$ cat src/rtl/lrc_pkg.sv
// Shared types and constants for the label access rule checker.
`default_nettype none

package lrc_pkg;

    // Command codes carried by the input word.
    localparam logic [1:0] CMD_CHECK = 2'd0;
    localparam logic [1:0] CMD_ADD   = 2'd1;
    localparam logic [1:0] CMD_FLUSH = 2'd2;

    // Status codes of the result word.
    localparam logic [1:0] ST_OK   = 2'd0;
    localparam logic [1:0] ST_DENY = 2'd1;
    localparam logic [1:0] ST_FULL = 2'd2;

    // Ordered check steps reported as the deciding step.
    localparam logic [2:0] STEP_STAR_SUBJ  = 3'd1;
    localparam logic [2:0] STEP_HAT_SUBJ   = 3'd2;
    localparam logic [2:0] STEP_FLOOR_OBJ  = 3'd3;
    localparam logic [2:0] STEP_STAR_OBJ   = 3'd4;
    localparam logic [2:0] STEP_SAME_LABEL = 3'd5;
    localparam logic [2:0] STEP_RULE       = 3'd6;
    localparam logic [2:0] STEP_NO_RULE    = 3'd7;

    // Rights encoding: bit2 read, bit1 write, bit0 execute.
    localparam int         RIGHT_WRITE_BIT = 1;
    localparam logic [2:0] ACC_WRITE       = 3'b010;

    // Width of the label fields on the ports.
    localparam int LABEL_PORT_W = 16;

    // Register indexes of the configuration port.
    localparam logic [1:0] REG_STAR  = 2'd0;
    localparam logic [1:0] REG_HAT   = 2'd1;
    localparam logic [1:0] REG_FLOOR = 2'd2;
    localparam logic [1:0] REG_ADMIN = 2'd3;

    // Table update commands broadcast to every cell.
    typedef struct packed {
        logic       shift;   // insert a new rule at cell 0, all rules move one cell on
        logic       upd;     // replace the rights of the cell whose rule key matched
        logic [2:0] flags;   // new rights
    } t_cell_ctrl;

    // Match results accumulated along the row of cells.
    typedef struct packed {
        logic       auth_hit;     // a rule matched the check key
        logic [2:0] auth_rights;  // rights of that rule
        logic       rule_hit;     // a rule matched the subject and object of an add
    } t_chain;

endpackage

`default_nettype wire

$ cat src/rtl/lrc_cell.sv
// One rule cell: holds a subject, object and rights entry and its match flags.
`default_nettype none

module lrc_cell
    import lrc_pkg::*;
#(
    parameter int LW = 16
) (
    input  wire logic          i_clk,
    input  wire logic          i_rst_n,
    input  wire logic          i_load,
    input  wire logic          i_active,
    input  wire logic [LW-1:0] i_auth_subj,
    input  wire logic [LW-1:0] i_auth_obj,
    input  wire logic [LW-1:0] i_rule_subj,
    input  wire logic [LW-1:0] i_rule_obj,
    input  wire t_cell_ctrl    i_ctrl,
    input  wire logic [LW-1:0] i_left_subj,
    input  wire logic [LW-1:0] i_left_obj,
    input  wire logic [2:0]    i_left_rights,
    output logic [LW-1:0]      o_subj,
    output logic [LW-1:0]      o_obj,
    output logic [2:0]         o_rights,
    input  wire t_chain        i_chain,
    output t_chain             o_chain
);

    logic [LW-1:0] r_subj;
    logic [LW-1:0] r_obj;
    logic [2:0]    r_rights;
    logic          r_auth_hit;
    logic          r_rule_hit;

    // Rule entry: takes the left neighbor's rule on an insert, new rights on an update.
    always_ff @(posedge i_clk) begin
        if (i_ctrl.shift) begin
            r_subj   <= i_left_subj;
            r_obj    <= i_left_obj;
            r_rights <= i_left_rights;
        end else if (i_ctrl.upd && r_rule_hit) begin
            r_rights <= i_ctrl.flags;
        end
    end

    // Match flags are registered when an input word is taken in.
    always_ff @(posedge i_clk) begin
        if (!i_rst_n) begin
            r_auth_hit <= 1'b0;
            r_rule_hit <= 1'b0;
        end else if (i_load) begin
            r_auth_hit <= i_active && (r_subj == i_auth_subj) && (r_obj == i_auth_obj);
            r_rule_hit <= i_active && (r_subj == i_rule_subj) && (r_obj == i_rule_obj);
        end
    end

    assign o_subj   = r_subj;
    assign o_obj    = r_obj;
    assign o_rights = r_rights;

    // Subject and object pairs are unique in the table, so an OR gives the match.
    always_comb begin
        o_chain.auth_hit    = i_chain.auth_hit | r_auth_hit;
        o_chain.auth_rights = i_chain.auth_rights | (r_auth_hit ? r_rights : 3'b000);
        o_chain.rule_hit    = i_chain.rule_hit | r_rule_hit;
    end

endmodule

`default_nettype wire

$ cat config.mk
export PLATFORM = sky130hd
export DESIGN_NAME = lrc_cell
export DESIGN_NICKNAME = d
export VERILOG_FILES = /design/src/rtl/lrc_pkg.sv /design/src/rtl/lrc_cell.sv
export SDC_FILE = /design/constraint.sdc
export NUM_CORES = 1
export LEC_CHECK = 0
export BUFFER_PORTS_ARGS = -buffer_cell sky130_fd_sc_hd__clkbuf_2
export CAP_MARGIN = 20
export CORE_MARGIN = 1.5
export CORE_UTILIZATION = 39
export DETAILED_ROUTE_END_ITERATION = 8
export HOLD_SLACK_MARGIN = 0.03
export MAX_ROUTING_LAYER = met4
export PLACE_DENSITY = 0.86
export SETUP_SLACK_MARGIN = 0.02
export SKIP_LAST_GASP = 1
export SLEW_MARGIN = 20
export SYNTH_ARGS = -nofsm -noshare
export SYNTH_HDL_FRONTEND = slang
export SYNTH_SLANG_ARGS = --single-unit
$ cat constraint.sdc
create_clock -name i_clk -period 1.7 [get_ports i_clk]
set_input_delay 0.085 -clock i_clk [delete_from_list [all_inputs] [get_ports i_clk]]
set_output_delay 0.085 -clock i_clk [all_outputs]
set_load 0.05 [all_outputs]
==> impl_metrics.env <==
export IMPL_ys_types=14
export IMPL_fmax_mhz=654
export IMPL_fin_ws_ps=171
export IMPL_die_area_mm2=0.00530
export IMPL_worst_pin_slew_ps=413
export IMPL_crit_arrival_ps=1760
export IMPL_synth_area_mm2=0.00190
export IMPL_dieWidth_um=72.8
export IMPL_grt_pass1_wl_um=8890
export IMPL_layout_commonest_cell="clkbuf_2"
export IMPL_grt_max_degree=16
export IMPL_synthCells=136
export IMPL_grtUsageMet3_pct=3.31
export IMPL_port_buffers=152
export IMPL_syn_avg_cell_area_um2=14.0
export IMPL_drt_iter0_markers=58
export IMPL_multiInputGateArea_um2=823
export IMPL_htree_levels=2
export IMPL_powerDensity_mw_per_mm2=795
export IMPL_worstPathRequired_ps=1930
export IMPL_wl_per_cell_um=15.2
export IMPL_coreArea_mm2=0.00472
export IMPL_drive_gt1_share_pct=51.4
export IMPL_tns_ps=0
export IMPL_clock_sinks=37
export IMPL_use_met2_pct=46.1
export IMPL_rows=25
export IMPL_insertion_delay_ps=290
export IMPL_grtUsageMet1_pct=24.1
export IMPL_vias=1837
export IMPL_cp_end_kind="flip-flop"
export IMPL_worstSetupPathType="reg -> reg"
export IMPL_seq_area_frac_synth_pct=57.4
export IMPL_path_clk_slew_ps=70
export IMPL_tritoncts="yes"
export IMPL_clock_path_buffers=2
export IMPL_max_slew_margin_pct=72.5
export IMPL_syn_nets=249
export IMPL_drtAntennaViolNets=0
export IMPL_dp_cells=358
export IMPL_antenna_found_initial=0
export IMPL_synth_top_area_cell="edfxtp_1"
export IMPL_grt_busiest_layer="met2"
export IMPL_routed_wl_um=6050
export IMPL_grt_pass1_vias=1958
export IMPL_placed_area_mm2=0.00277
export IMPL_viasPerCell=4.62
export IMPL_slew_viol_final=0
export IMPL_overflow=0
export IMPL_regArea_mm2=0.00109
export IMPL_layout_common_cells="clkbuf_2, edfxtp_1, xor2_1"
export IMPL_drc=0
export IMPL_post_place_ws_ps=22.4
export IMPL_fin_skew_ps=5.48
export IMPL_min_period_ps=1530
export IMPL_status="finished, final reports clean"
export IMPL_num_antenna_cells=0
export IMPL_fin_area_mm2=0.00319
export IMPL_die_y_um=72.8
export IMPL_area_growth_synth_to_final_pct=67.8
export IMPL_ioPinCount=153
export IMPL_hp_class="in -> reg"
export IMPL_grt_usage_pct=23.7
export IMPL_fin_crit_sh_pct=89.9
export IMPL_nNetsFinal=443
export IMPL_rsz0062_at_grt="false"
export IMPL_root_buffer="clkbuf_8"
export IMPL_setup_viol=0
export IMPL_gp_congestion=0.739
export IMPL_final_core_util_pct=67.6
export IMPL_hold_viol_final=0
export IMPL_hpwlAfterDp_um=4530
export IMPL_ys_ff_latch=37
export IMPL_synth_top_cell_area_share_pct=55.3
export IMPL_peakVddDrop_uv=596
export IMPL_start_util_pct=40.3
export IMPL_numCtsBuffers=5
export IMPL_start_kind="flip-flop"
export IMPL_cap_violations=0
export IMPL_synth_warnings=0
export IMPL_final_fill_count=361
export IMPL_final_cells=398
export IMPL_synth_area_top_cells="edfxtp_1, xor2_1, xnor2_1, nand4_1, nor4_1"
export IMPL_dr_pass1_iters=4
export IMPL_worst_path_max_fanout=3
export IMPL_p_leak_nw=1.46
export IMPL_post_cts_buffers=0
## layout make-up
type,count,share of cell area [%]
Clock buffer,8,2.82
Multi-Input combinational cell,99,25.8
Sequential cell,37,34.2
Tap cell,67,2.63
Timing Repair Buffer,187,34.6
## Yosys cell counts
library cell  count
xnor2_1          30
a21o_1            4
a22o_1            2
xor2_1           34
nor2b_1           1
nand4_1           8
nor3_1            2
nand3_1           3
dfxtp_1           2
or2_2             2
edfxtp_1         35
nor4_2            2
mux2_2            3
nor4_1            8
## final timing paths
| kind | from | end | slack [ps] | cells after the start |
|---|---|---|---|---|
| setup / recovery | o_subj[3]$_DFFE_PP_ | r_rule_hit$_SDFFE_PN0P_ | 170 | 5 |
| hold / removal | i_ctrl[0] | o_rights[0]$_DFFE_PP_ | 100 | 2 |
| setup reg to reg | o_subj[3]$_DFFE_PP_ | r_rule_hit$_SDFFE_PN0P_ | 170 | 5 |
| hold reg to reg | r_rule_hit$_SDFFE_PN0P_ | r_rule_hit$_SDFFE_PN0P_ | 590 | 1 |
## flip-flops by register name, indices dropped and copies added (netlist names)
signal and flops:
o_obj 16, o_rights 3, o_subj 16, r_auth_hit 1, r_rule_hit 1
## critical path, cell delays in order (launching register included)
cell,delay [ps]
edfxtp_1,440
xor2_1,190
nor4_2,330
nand4_1,160
nor4_2,180
a22o_1,180
## metal layers
metal,vias to the layer above,routed length [µm]
met3,9,372
li1,884,-
met5,-,0
met4,0,93
met2,96,3350
met1,848,2240
## kinds of logic after synthesis
group and share of synthesized area [%]:
XOR/XNOR 29.5, flip-flops 57.4, AND/OR/NAND/NOR 8.88, AO/OA/AOI/OAI 2.50, multiplexers 1.78
## metrics by stage
step,total power [mW],hold slack [ps]
3_3_place_gp,1.85,262
5_1_grt,2.64,98.5
3_5_place_dp,1.86,264
4_1_cts,2.55,98.9
2_1_floorplan,1.59,184
6_report,2.54,101
## where the power goes
part	internal (mW)	switching [mW]
clock	0.331	0.296
sequential	1.08	0.0726
combinational	0.305	0.456
## what timing repair did
item,4_1_cts,5_1_grt
setup endpoints to repair,1,1
gates resized for setup,1,1
hold buffers,32,0
endpoints found under the hold margin,32,0
pin swaps,0,0
Power figures use the tool's default switching activity.
